**src/hdl/dmoc_pkg.sv**
```systemverilog
// dmoc_pkg: shared types, constants and lookup tables for the millivolt string converter
// no dependencies; imported by every module of the block

package dmoc_pkg;

   // default number of kept fraction digits and the largest supported value
   localparam int FRAC_DIGITS_DEFAULT = 4;
   localparam int MAX_FRAC_DIGITS = 6;

   // depth of the queue between front and back
   localparam int QUEUE_DEPTH_DEFAULT = 2;

   // integer part and its limit
   localparam int INT_W = 31;
   localparam int INT_X_W = INT_W + 4;
   localparam logic [INT_X_W-1:0] INT_LIMIT = 35'd2147483647;

   // result word layout
   localparam int WORD_W = 32;
   localparam int OFFSET_SHIFT = 21;
   localparam int OFFSET_W = WORD_W - OFFSET_SHIFT;

   // scaling by 1024 and the width of the quotient
   localparam int MUL_SHIFT = 10;
   localparam int QUOT_BITS = 32;
   localparam int STEP_W = $clog2(QUOT_BITS);

   // table widths, sized for the largest fraction digit count
   localparam int TAB_CNT_W = 3;
   localparam int SCALE_TAB_W = 20;
   localparam int DENOM_TAB_W = 30;
   localparam int HALF_TAB_W = 29;

   // characters of interest
   localparam logic [7:0] CHAR_NUL = 8'h00;
   localparam logic [7:0] CHAR_MINUS = 8'h2D;
   localparam logic [7:0] CHAR_POINT = 8'h2E;
   localparam logic [7:0] CHAR_ZERO = 8'h30;
   localparam logic [7:0] CHAR_NINE = 8'h39;

   // result status, also used as the running error code
   typedef enum logic [1:0] {
      STATUS_OK,
      STATUS_BAD_CHAR,
      STATUS_OVERFLOW,
      STATUS_POSITIVE
   } status_type;

   // back end sequencer
   typedef enum logic [2:0] {
      BACK_IDLE,
      BACK_MUL,
      BACK_LOAD,
      BACK_DIV,
      BACK_DONE
   } back_state_type;

   // 10^n
   function automatic logic [SCALE_TAB_W-1:0] scale_of(input logic [TAB_CNT_W-1:0] n);
      logic [SCALE_TAB_W-1:0] s;
      case (n)
         3'd0: s = 20'd1;
         3'd1: s = 20'd10;
         3'd2: s = 20'd100;
         3'd3: s = 20'd1000;
         3'd4: s = 20'd10000;
         3'd5: s = 20'd100000;
         3'd6: s = 20'd1000000;
         default: s = 20'd1;
      endcase
      return s;
   endfunction

   // 10^n * 1000
   function automatic logic [DENOM_TAB_W-1:0] denom_of(input logic [TAB_CNT_W-1:0] n);
      logic [DENOM_TAB_W-1:0] s;
      case (n)
         3'd0: s = 30'd1000;
         3'd1: s = 30'd10000;
         3'd2: s = 30'd100000;
         3'd3: s = 30'd1000000;
         3'd4: s = 30'd10000000;
         3'd5: s = 30'd100000000;
         3'd6: s = 30'd1000000000;
         default: s = 30'd1000;
      endcase
      return s;
   endfunction

   // 10^n * 500, the rounding bias
   function automatic logic [HALF_TAB_W-1:0] half_of(input logic [TAB_CNT_W-1:0] n);
      logic [HALF_TAB_W-1:0] s;
      case (n)
         3'd0: s = 29'd500;
         3'd1: s = 29'd5000;
         3'd2: s = 29'd50000;
         3'd3: s = 29'd500000;
         3'd4: s = 29'd5000000;
         3'd5: s = 29'd50000000;
         3'd6: s = 29'd500000000;
         default: s = 29'd500;
      endcase
      return s;
   endfunction

endpackage

```
**src/hdl/dmoc_front.sv**
```systemverilog
// dmoc_front: character parser; keeps sign, integer and fraction digits and the first error
// depends on dmoc_pkg; emits one record per string on the word marked last

module dmoc_front #(
   parameter int FRAC_DIGITS = dmoc_pkg::FRAC_DIGITS_DEFAULT,
   localparam int FRAC_W = $clog2(10 ** FRAC_DIGITS),
   localparam int CNT_W = $clog2(FRAC_DIGITS + 1)
) (
   input  logic                       clock,
   input  logic                       reset,
   input  logic                       in_valid,
   input  logic                       in_ready,
   input  logic [7:0]                 in_char,
   input  logic                       in_last,
   output logic                       push_valid,
   output dmoc_pkg::status_type       rec_status,
   output logic                       rec_negative,
   output logic [dmoc_pkg::INT_W-1:0] rec_integer,
   output logic [FRAC_W-1:0]          rec_fraction,
   output logic [CNT_W-1:0]           rec_count
);
   import dmoc_pkg::*;

   localparam int FX_W = FRAC_W + 4;

   logic                neg_ff, neg_in;
   logic                frac_mode_ff, frac_mode_in;
   logic                first_ff, first_in;
   logic                ended_ff, ended_in;
   logic [INT_W-1:0]    int_ff, int_in;
   logic [FRAC_W-1:0]   frac_ff, frac_in;
   logic [CNT_W-1:0]    cnt_ff, cnt_in;
   status_type          err_ff, err_in;

   logic                is_digit;
   logic [3:0]          digit;
   logic [INT_X_W-1:0]  int_x10;
   logic [FX_W-1:0]     frac_x10;
   logic                accept;

   assign accept = in_valid & in_ready;
   assign is_digit = in_char inside {[CHAR_ZERO:CHAR_NINE]};
   assign digit = in_char[3:0];
   assign int_x10 = INT_X_W'(int_ff) * INT_X_W'(10) + INT_X_W'(digit);
   assign frac_x10 = FX_W'(frac_ff) * FX_W'(10) + FX_W'(digit);

   // parse one character
   always_comb begin
      neg_in = neg_ff;
      frac_mode_in = frac_mode_ff;
      first_in = first_ff;
      ended_in = ended_ff;
      int_in = int_ff;
      frac_in = frac_ff;
      cnt_in = cnt_ff;
      err_in = err_ff;
      if (!ended_ff && err_ff == STATUS_OK) begin
         if (in_char == CHAR_NUL) begin
            ended_in = 1'b1;
         end else if (first_ff && in_char == CHAR_MINUS) begin
            neg_in = 1'b1;
            first_in = 1'b0;
         end else begin
            first_in = 1'b0;
            if (!frac_mode_ff) begin
               if (in_char == CHAR_POINT) begin
                  frac_mode_in = 1'b1;
               end else if (!is_digit) begin
                  err_in = STATUS_BAD_CHAR;
               end else if (int_x10 > INT_LIMIT) begin
                  err_in = STATUS_OVERFLOW;
               end else begin
                  int_in = int_x10[INT_W-1:0];
               end
            end else begin
               if (!is_digit) begin
                  err_in = STATUS_BAD_CHAR;
               end else if (cnt_ff < CNT_W'(FRAC_DIGITS)) begin
                  frac_in = frac_x10[FRAC_W-1:0];
                  cnt_in = cnt_ff + CNT_W'(1);
               end
            end
         end
      end
   end

   // record for the back end, taken from the updated state
   always_comb begin
      push_valid = accept & in_last;
      rec_negative = neg_in;
      rec_integer = int_in;
      rec_fraction = frac_in;
      rec_count = cnt_in;
      if (err_in != STATUS_OK) begin
         rec_status = err_in;
      end else if (!neg_in && (int_in != '0 || frac_in != '0)) begin
         rec_status = STATUS_POSITIVE;
      end else begin
         rec_status = STATUS_OK;
      end
   end

   // parser state, cleared on reset and after the last word of each string
   always_ff @(posedge clock) begin
      if (reset || (accept && in_last)) begin
         neg_ff <= 1'b0;
         frac_mode_ff <= 1'b0;
         first_ff <= 1'b1;
         ended_ff <= 1'b0;
         int_ff <= '0;
         frac_ff <= '0;
         cnt_ff <= '0;
         err_ff <= STATUS_OK;
      end else if (accept) begin
         neg_ff <= neg_in;
         frac_mode_ff <= frac_mode_in;
         first_ff <= first_in;
         ended_ff <= ended_in;
         int_ff <= int_in;
         frac_ff <= frac_in;
         cnt_ff <= cnt_in;
         err_ff <= err_in;
      end
   end

endmodule

```
**src/hdl/dmoc_queue.sv**
```systemverilog
// dmoc_queue: small first-in first-out buffer of parsed records
// depends on dmoc_pkg for the default depth

module dmoc_queue #(
   parameter int WIDTH = 8,
   parameter int DEPTH = dmoc_pkg::QUEUE_DEPTH_DEFAULT
) (
   input  logic             clock,
   input  logic             reset,
   input  logic             push_valid,
   output logic             push_ready,
   input  logic [WIDTH-1:0] push_data,
   output logic             pop_valid,
   input  logic             pop_ready,
   output logic [WIDTH-1:0] pop_data
);
   import dmoc_pkg::*;

   localparam int PTR_W = (DEPTH > 1) ? $clog2(DEPTH) : 1;
   localparam int CNT_W = $clog2(DEPTH + 1);

   logic [WIDTH-1:0] entry_ff [DEPTH];
   logic [PTR_W-1:0] wr_ptr_ff, rd_ptr_ff;
   logic [CNT_W-1:0] fill_ff;
   logic             do_push, do_pop;

   assign push_ready = fill_ff != CNT_W'(DEPTH);
   assign pop_valid = fill_ff != '0;
   assign pop_data = entry_ff[rd_ptr_ff];
   assign do_push = push_valid & push_ready;
   assign do_pop = pop_valid & pop_ready;

   // pointers and fill level
   always_ff @(posedge clock) begin
      if (reset) begin
         wr_ptr_ff <= '0;
         rd_ptr_ff <= '0;
         fill_ff <= '0;
      end else begin
         if (do_push) begin
            wr_ptr_ff <= (wr_ptr_ff == PTR_W'(DEPTH - 1)) ? '0 : wr_ptr_ff + PTR_W'(1);
         end
         if (do_pop) begin
            rd_ptr_ff <= (rd_ptr_ff == PTR_W'(DEPTH - 1)) ? '0 : rd_ptr_ff + PTR_W'(1);
         end
         if (do_push && !do_pop) begin
            fill_ff <= fill_ff + CNT_W'(1);
         end else if (do_pop && !do_push) begin
            fill_ff <= fill_ff - CNT_W'(1);
         end
      end
   end

   // storage
   always_ff @(posedge clock) begin
      if (do_push) begin
         entry_ff[wr_ptr_ff] <= push_data;
      end
   end

endmodule

```
**src/hdl/dmoc_back.sv**
```systemverilog
// dmoc_back: converts one parsed record into status and offset word
// depends on dmoc_pkg; multiply by 10^n, then a bit-serial divide by 10^n * 1000

module dmoc_back #(
   parameter int FRAC_DIGITS = dmoc_pkg::FRAC_DIGITS_DEFAULT,
   localparam int FRAC_W = $clog2(10 ** FRAC_DIGITS),
   localparam int CNT_W = $clog2(FRAC_DIGITS + 1)
) (
   input  logic                        clock,
   input  logic                        reset,
   input  logic                        rec_valid,
   output logic                        rec_ready,
   input  dmoc_pkg::status_type        rec_status,
   input  logic                        rec_negative,
   input  logic [dmoc_pkg::INT_W-1:0]  rec_integer,
   input  logic [FRAC_W-1:0]           rec_fraction,
   input  logic [CNT_W-1:0]            rec_count,
   output logic                        rsp_valid,
   input  logic                        rsp_ready,
   output logic [1:0]                  rsp_status,
   output logic [dmoc_pkg::WORD_W-1:0] rsp_offset_word
);
   import dmoc_pkg::*;

   // value, dividend and divisor widths
   localparam int VW = INT_W + FRAC_W;
   localparam int NW = VW + MUL_SHIFT + 1;
   localparam int DW = FRAC_W + MUL_SHIFT;

   back_state_type      state_ff, state_in;
   status_type          stat_ff;
   logic                neg_ff;
   logic [INT_W-1:0]    int_ff;
   logic [FRAC_W-1:0]   frac_ff;
   logic [FRAC_W-1:0]   scale_ff;
   logic [DW-1:0]       denom_ff;
   logic [DW-1:0]       half_ff;
   logic [VW-1:0]       prod_ff;
   logic [DW-1:0]       rem_ff, rem_in;
   logic [QUOT_BITS-1:0] nq_ff, nq_in;
   logic [STEP_W-1:0]   step_ff;
   logic                rsp_valid_ff;
   logic [1:0]          rsp_status_ff;
   logic [WORD_W-1:0]   rsp_word_ff;

   logic [TAB_CNT_W-1:0] tab_cnt;
   logic [VW-1:0]        value;
   logic [NW-1:0]        dividend;
   logic [DW:0]          rem_shift;
   logic                 quot_bit;
   logic [OFFSET_W-1:0]  q_low;
   logic [OFFSET_W-1:0]  q_signed;
   logic [WORD_W-1:0]    word;
   logic                 take_rec;
   logic                 rsp_load;
   logic                 step_last;

   assign tab_cnt = TAB_CNT_W'(rec_count);
   assign value = prod_ff + VW'(frac_ff);
   assign dividend = NW'({value, MUL_SHIFT'(0)}) + NW'(half_ff);
   assign step_last = step_ff == STEP_W'(QUOT_BITS - 1);

   // one restoring divide step per cycle, dividend bits shift out of nq
   assign rem_shift = {rem_ff, nq_ff[QUOT_BITS-1]};
   assign quot_bit = rem_shift >= {1'b0, denom_ff};
   assign rem_in = quot_bit ? DW'(rem_shift - {1'b0, denom_ff}) : DW'(rem_shift);
   assign nq_in = {nq_ff[QUOT_BITS-2:0], quot_bit};

   // signed low quotient bits placed at the top of the word
   assign q_low = nq_ff[OFFSET_W-1:0];
   assign q_signed = neg_ff ? (~q_low + OFFSET_W'(1)) : q_low;
   assign word = (stat_ff == STATUS_OK) ? {q_signed, OFFSET_SHIFT'(0)} : '0;

   // sequencer outputs
   always_comb begin
      rec_ready = state_ff == BACK_IDLE;
      take_rec = (state_ff == BACK_IDLE) && rec_valid;
      rsp_load = (state_ff == BACK_DONE) && (!rsp_valid_ff || rsp_ready);
   end

   // sequencer next state
   always_comb begin
      state_in = state_ff;
      case (state_ff)
         BACK_IDLE: begin
            if (rec_valid) begin
               state_in = (rec_status == STATUS_OK) ? BACK_MUL : BACK_DONE;
            end
         end
         BACK_MUL: state_in = BACK_LOAD;
         BACK_LOAD: state_in = BACK_DIV;
         BACK_DIV: begin
            if (step_last) begin
               state_in = BACK_DONE;
            end
         end
         BACK_DONE: begin
            if (rsp_load) begin
               state_in = BACK_IDLE;
            end
         end
         default: state_in = BACK_IDLE;
      endcase
   end

   // control registers
   always_ff @(posedge clock) begin
      if (reset) begin
         state_ff <= BACK_IDLE;
         rsp_valid_ff <= 1'b0;
      end else begin
         state_ff <= state_in;
         if (rsp_load) begin
            rsp_valid_ff <= 1'b1;
         end else if (rsp_ready) begin
            rsp_valid_ff <= 1'b0;
         end
      end
   end

   // datapath registers
   always_ff @(posedge clock) begin
      if (take_rec) begin
         stat_ff <= rec_status;
         neg_ff <= rec_negative;
         int_ff <= rec_integer;
         frac_ff <= rec_fraction;
         scale_ff <= FRAC_W'(scale_of(tab_cnt));
         denom_ff <= DW'(denom_of(tab_cnt));
         half_ff <= DW'(half_of(tab_cnt));
      end
      if (state_ff == BACK_MUL) begin
         prod_ff <= VW'(int_ff) * VW'(scale_ff);
      end
      if (state_ff == BACK_LOAD) begin
         rem_ff <= dividend[NW-1:QUOT_BITS];
         nq_ff <= dividend[QUOT_BITS-1:0];
         step_ff <= '0;
      end
      if (state_ff == BACK_DIV) begin
         rem_ff <= rem_in;
         nq_ff <= nq_in;
         step_ff <= step_ff + STEP_W'(1);
      end
      if (rsp_load) begin
         rsp_status_ff <= stat_ff;
         rsp_word_ff <= word;
      end
   end

   assign rsp_valid = rsp_valid_ff;
   assign rsp_status = rsp_status_ff;
   assign rsp_offset_word = rsp_word_ff;

endmodule

```
**src/hdl/decimal_millivolt_to_offset_code_core.sv**
```systemverilog
// decimal_millivolt_to_offset_code_core: millivolt string to offset word, top level
// depends on dmoc_pkg, dmoc_front, dmoc_queue and dmoc_back
//
// Usage:
//   req_ channel: one character word per cycle when req_ready (req_char_code, req_last_char).
//   A string is an optional leading minus, integer digits, an optional point and
//   fraction digits; a zero character ends it early. req_last_char closes it.
//   rsp_ channel: one word per string (rsp_status, rsp_offset_word), given for the
//   word marked last. Status 0 ok, 1 bad character, 2 integer overflow, 3 positive.
// Throughput: the parser takes one character per cycle while req_ready is high. A
//   record queue, two entries deep by default, sits between parser and converter.
// Converter: for an ok string it takes the record from the queue, multiplies, loads
//   the divider, runs a one-bit-per-cycle divider over the quotient bits and loads
//   the result into the output register. A rejected string goes straight from the
//   take to the output register. The converter takes no new record until the
//   current result is loaded; when the queue is full, req_ready drops until the
//   converter frees an entry.
// Stall: the result sits in an output register until rsp_ready; the converter
//   finishes its record and waits; the parser keeps working until the queue fills.
// Reset: synchronous, active high; clears the parser, the queue, the converter sequencer and the output valid flag.

module decimal_millivolt_to_offset_code_core #(
   parameter int FRAC_DIGITS = dmoc_pkg::FRAC_DIGITS_DEFAULT,
   parameter int QUEUE_DEPTH = dmoc_pkg::QUEUE_DEPTH_DEFAULT
) (
   input  logic                        clock,
   input  logic                        reset,
   input  logic                        req_valid,
   output logic                        req_ready,
   input  logic [7:0]                  req_char_code,
   input  logic                        req_last_char,
   output logic                        rsp_valid,
   input  logic                        rsp_ready,
   output logic [1:0]                  rsp_status,
   output logic [dmoc_pkg::WORD_W-1:0] rsp_offset_word
);
   import dmoc_pkg::*;

   localparam int FRAC_W = $clog2(10 ** FRAC_DIGITS);
   localparam int CNT_W = $clog2(FRAC_DIGITS + 1);
   localparam int REC_W = 2 + 1 + INT_W + FRAC_W + CNT_W;

   logic               push_valid, push_ready;
   status_type         f_status;
   logic               f_negative;
   logic [INT_W-1:0]   f_integer;
   logic [FRAC_W-1:0]  f_fraction;
   logic [CNT_W-1:0]   f_count;
   logic [REC_W-1:0]   push_data, pop_data;
   logic               pop_valid, pop_ready;
   status_type         b_status;
   logic               b_negative;
   logic [INT_W-1:0]   b_integer;
   logic [FRAC_W-1:0]  b_fraction;
   logic [CNT_W-1:0]   b_count;

   assign req_ready = push_ready;

   // parser
   dmoc_front #(
      .FRAC_DIGITS(FRAC_DIGITS)
   ) u_front (
      .clock(clock),
      .reset(reset),
      .in_valid(req_valid),
      .in_ready(req_ready),
      .in_char(req_char_code),
      .in_last(req_last_char),
      .push_valid(push_valid),
      .rec_status(f_status),
      .rec_negative(f_negative),
      .rec_integer(f_integer),
      .rec_fraction(f_fraction),
      .rec_count(f_count)
   );

   // record queue
   assign push_data = {f_status, f_negative, f_integer, f_fraction, f_count};

   dmoc_queue #(
      .WIDTH(REC_W),
      .DEPTH(QUEUE_DEPTH)
   ) u_queue (
      .clock(clock),
      .reset(reset),
      .push_valid(push_valid),
      .push_ready(push_ready),
      .push_data(push_data),
      .pop_valid(pop_valid),
      .pop_ready(pop_ready),
      .pop_data(pop_data)
   );

   assign b_status = status_type'(pop_data[REC_W-1 -: 2]);
   assign b_negative = pop_data[REC_W-3];
   assign b_integer = pop_data[FRAC_W+CNT_W +: INT_W];
   assign b_fraction = pop_data[CNT_W +: FRAC_W];
   assign b_count = pop_data[CNT_W-1:0];

   // converter
   dmoc_back #(
      .FRAC_DIGITS(FRAC_DIGITS)
   ) u_back (
      .clock(clock),
      .reset(reset),
      .rec_valid(pop_valid),
      .rec_ready(pop_ready),
      .rec_status(b_status),
      .rec_negative(b_negative),
      .rec_integer(b_integer),
      .rec_fraction(b_fraction),
      .rec_count(b_count),
      .rsp_valid(rsp_valid),
      .rsp_ready(rsp_ready),
      .rsp_status(rsp_status),
      .rsp_offset_word(rsp_offset_word)
   );

endmodule

```
**config.mk**
```make
export PLATFORM = sky130hd
export DESIGN_NAME = decimal_millivolt_to_offset_code_core
export DESIGN_NICKNAME = d
export VERILOG_FILES = /design/src/hdl/dmoc_pkg.sv /design/src/hdl/dmoc_front.sv /design/src/hdl/dmoc_queue.sv /design/src/hdl/dmoc_back.sv /design/src/hdl/decimal_millivolt_to_offset_code_core.sv
export SDC_FILE = /design/constraint.sdc
export NUM_CORES = 2
export LEC_CHECK = 0
export ABC_CLOCK_PERIOD_IN_PS = 9400
export BUFFER_PORTS_ARGS = -buffer_cell sky130_fd_sc_hd__clkbuf_2
export CORE_ASPECT_RATIO = 0.5
export CORE_UTILIZATION = 35
export DETAILED_ROUTE_END_ITERATION = 10
export SLEW_MARGIN = 25
export SYNTH_ARGS = -nofsm -noshare
export SYNTH_HDL_FRONTEND = slang
export SYNTH_HIERARCHICAL = 1
export SYNTH_SLANG_ARGS = --single-unit
```
**constraint.sdc**
```tcl
create_clock -name clock -period 9.4 [get_ports clock]
set_input_delay 1.41 -clock clock [delete_from_list [all_inputs] [get_ports clock]]
set_output_delay 1.41 -clock clock [all_outputs]
set_load 0.05 [all_outputs]
```
==> key figures <==
Run
  • MaxCap Viol Count: 0

Floorplan
  • Die height: 225 um
  • Core ar.: 0.0981 mm^2
  • Die width: 448 um
  • DIE AREA: 0.101 mm^2
  • # rows: 81
  • Top Ports: 49
  • Initial core utilization: 35.5%

Placed design
  • Port bufs: 27
  • Gp weighted congestion: 0.894
  • Detailed placement HPWL: 68,500 um

Synth
  • Synth Cell Area: 0.0348 mm^2
  • Largest cells by area after synthesis: edfxtp_1, fa_1, ha_1, nand2_1, inv_1
  • Synth Flop Type: edfxtp_1
  • Ys async rst share: 0%
  • Most common cell in the netlist: nand2_1
  • Synth top area share: 25.4%
  • Area leader, netlist: edfxtp_1
  • Sequential area share after synthesis: 29.1%
  • Yosys cell types: 108
  • Synth Instances: 3,569
  • Yosys reg bits: 358
  • Ys Warns: 6
  • Commonest cells in the netlist: nand2_1, inv_1, edfxtp_1
  • Syn avg cell area: 9.76 um^2
  • EDFF count, synth: 295

Drt
  • Vias per cell: 5.24
  • Antenna Nets Post-Route: 0
  • Vias after detailed routing: 25,517
  • WL per Instance: 18.1 um
  • DRC: 0
  • 1st-iter DRT viols: 1,963
  • Drt first pass iters: 8
  • Drt total wl: 88,200 um

Clocking
  • CTS buffer count: 40
  • CTS tree: built
  • Post-CTS sizing: 0
  • Clock Pin Slew Worst Setup and Hold Paths: 0.06 ns
  • Max H-tree Level: 2
  • Clock tree buffer depth: 3
  • Latest clock arrival within the worst-skew pair: 0.59 ns
  • Post-CTS Setup Bufs: 0
  • Hold buffers post-CTS: 0
  • Root buffer cell: clkbuf_16
  • Sink Count: 358

Global route
  • Busiest layer in global routing: met2
  • Largest net degree at the start of global routing: 75
  • Gr usage total: 17.6%
  • GRT met3 Usage: 2.00%
  • Vias in the first global route: 25,665
  • First-pass GRT wire length: 142,000 um
  • Initial antenna violation count: 1
  • Grt met1 use: 25.6%
  • Grt met2 use: 27.7%
  • GRT overflow: 0

Worst setup path
  • WP data required: 9.71 ns
  • Crit Path Class: reg2reg
  • Crit path launch type: register
  • Cell mode on critical path: fa_1
  • CP top delay family: adder cells
  • Worst path cell trace: buf_4 > and2_1 > fa_1 > inv_1 > fa_1 > inv_1 > fa_1 > fa_1 > fa_1 > inv_1 > fa_1 > inv_1 > ha_1 > a21o_1 > a31o_2 > a32oi_1 > nand4_1 > a221oi_1 > o21ai_0 > a21oi_1 > o21bai_1 > a221oi_1 > xnor2_1
  • Crit path buf inv count: 5
  • Critical path capture point type: register
  • Critical path's slowest cell: edfxtp_1
  • Crit path DAT: 7.86 ns
  • Crit-path max FO: 20
  • CP max stage delay: 0.65 ns

STA
  • Pin slew with the least headroom to its limit: 0.914 ns
  • Final Critical Period: 7.55 ns
  • Final setup viols: 0
  • Fin. Hold Viols: 0
  • Fmax: 132 MHz
  • Period utilization: 80.3%
  • Slew Limit Fails: 0
  • Setup TNS: 0 ns
  • Unrepaired setup endpoints after global routing: false
  • Skew final: 0.0445 ns
  • Rel. slew slack: 39.1%

Cells and area
  • Final nets: 4,078
  • Area grow syn2layout: 7.54%
  • Layout cells sized above 1: 8.39%

Status
  • Status: finished, final reports clean

Min path
  • Hold Path Class: reg2reg
## metrics by stage
step | setup slack (ns) | hold WS, ns | instance area [um^2] | cells | util, %
after CTS | 1.76 | 0.439 | 37400 | 4864 | 38.1
after floorplan | 2.78 | 0.417 | 34900 | 3589 | -
after detailed placement | 1.78 | 0.431 | 36100 | 4790 | 36.8
after global routing | 1.43 | 0.448 | 37400 | 4866 | 38.2
after global placement | 1.92 | 0.429 | 36100 | 4790 | 36.8
final | 1.85 | 0.435 | 37400 | 4867 | 38.2
## worst register-to-register path: cells and delay by family (launching register included)
family                   cells  cell delay, ns
adder cells (fa/ha/maj)      7            3.48
AO/OA/AOI/OAI                8            2.12
XOR/XNOR                     1            0.10
buffers and inverters        5            0.56
flip-flops                   1            0.65
AND/OR/NAND/NOR              2            0.39
## placed cells by master, fill, tap and decap left out, drive strengths merged, types with 65 or more instances in the layout
master,count
inv,402
clkbuf,79
nand2,443
xnor2,127
a21oi,184
ha,266
edfxtp,295
xor2,80
nor3,65
nor2,164
o21ai,114
fa,293
and2,129
## worst paths after layout
kind | from | end | slack (ns) | cells past startpoint
min reg2reg | u_back/stat_ff[0]$_DFFE_PP_ | u_back/rsp_status[0]$_DFFE_PP_ | 0.43 | 0
max | u_back/scale_ff[3]$_DFFE_PP_ | u_back/prod_ff[43]$_DFFE_PP_ | 1.85 | 23
min | u_back/stat_ff[0]$_DFFE_PP_ | u_back/rsp_status[0]$_DFFE_PP_ | 0.43 | 0
max reg2reg | u_back/scale_ff[3]$_DFFE_PP_ | u_back/prod_ff[43]$_DFFE_PP_ | 1.85 | 23
## logic make-up (layout without fill, tap and decap cells)
logic type               count (synthesis)  count (layout)  synth area share [%]
multiplexers                           106             106                  3.25
buffers and inverters                  580             529                  6.74
flip-flops                             358             358                  29.1
AND/OR/NAND/NOR                       1096            1096                  16.0
adder cells (fa/ha/maj)                559             559                  26.4
XOR/XNOR                               207             207                  5.21
AO/OA/AOI/OAI                          662             662                  13.4
other                                    1              22                0.0108
## registers in the layout, indices dropped and copies added, names as in the netlist, 2 cells and up, named ones only
| signal | count |
|---|---|
| u_back/prod_ff | 45 |
| u_back/int_ff | 31 |
| u_back/stat_ff | 2 |
| u_back/denom_ff | 14 |
| u_back/scale_ff | 11 |
| u_back/rsp_status | 2 |
| u_back/rsp_offset_word | 11 |
| u_front/int_ff | 31 |
| u_back/rem_ff | 24 |
| u_queue/fill_ff | 2 |
| u_front/err_ff | 2 |
| u_queue/entry_ff | 102 |
| u_back/state_ff | 3 |
| u_front/cnt_ff | 3 |
| u_front/frac_ff | 14 |
| u_back/nq_ff | 32 |
| u_back/frac_ff | 14 |
| u_back/step_ff | 5 |
## per-layer routing
metal	wire length (um)	vias up
li1	-	12194
met1	43000	12603
met2	39100	618
met3	4340	102
met4	1820	0
met5	0	-
## cell type report
class	instances	area, um^2
fillers	9778	60700
multi-input cells	2651	22500
flip-flops and latches	358	10100
well taps	1328	1660
inverters	398	1490
clock buffers	52	1070
repair buffers	57	380
clock inverters	22	256
diodes	1	2.50
Power is left out: the tool's default activity adds up to more than one toggle a clock period on the data nets, which glitch-free logic cannot reach.
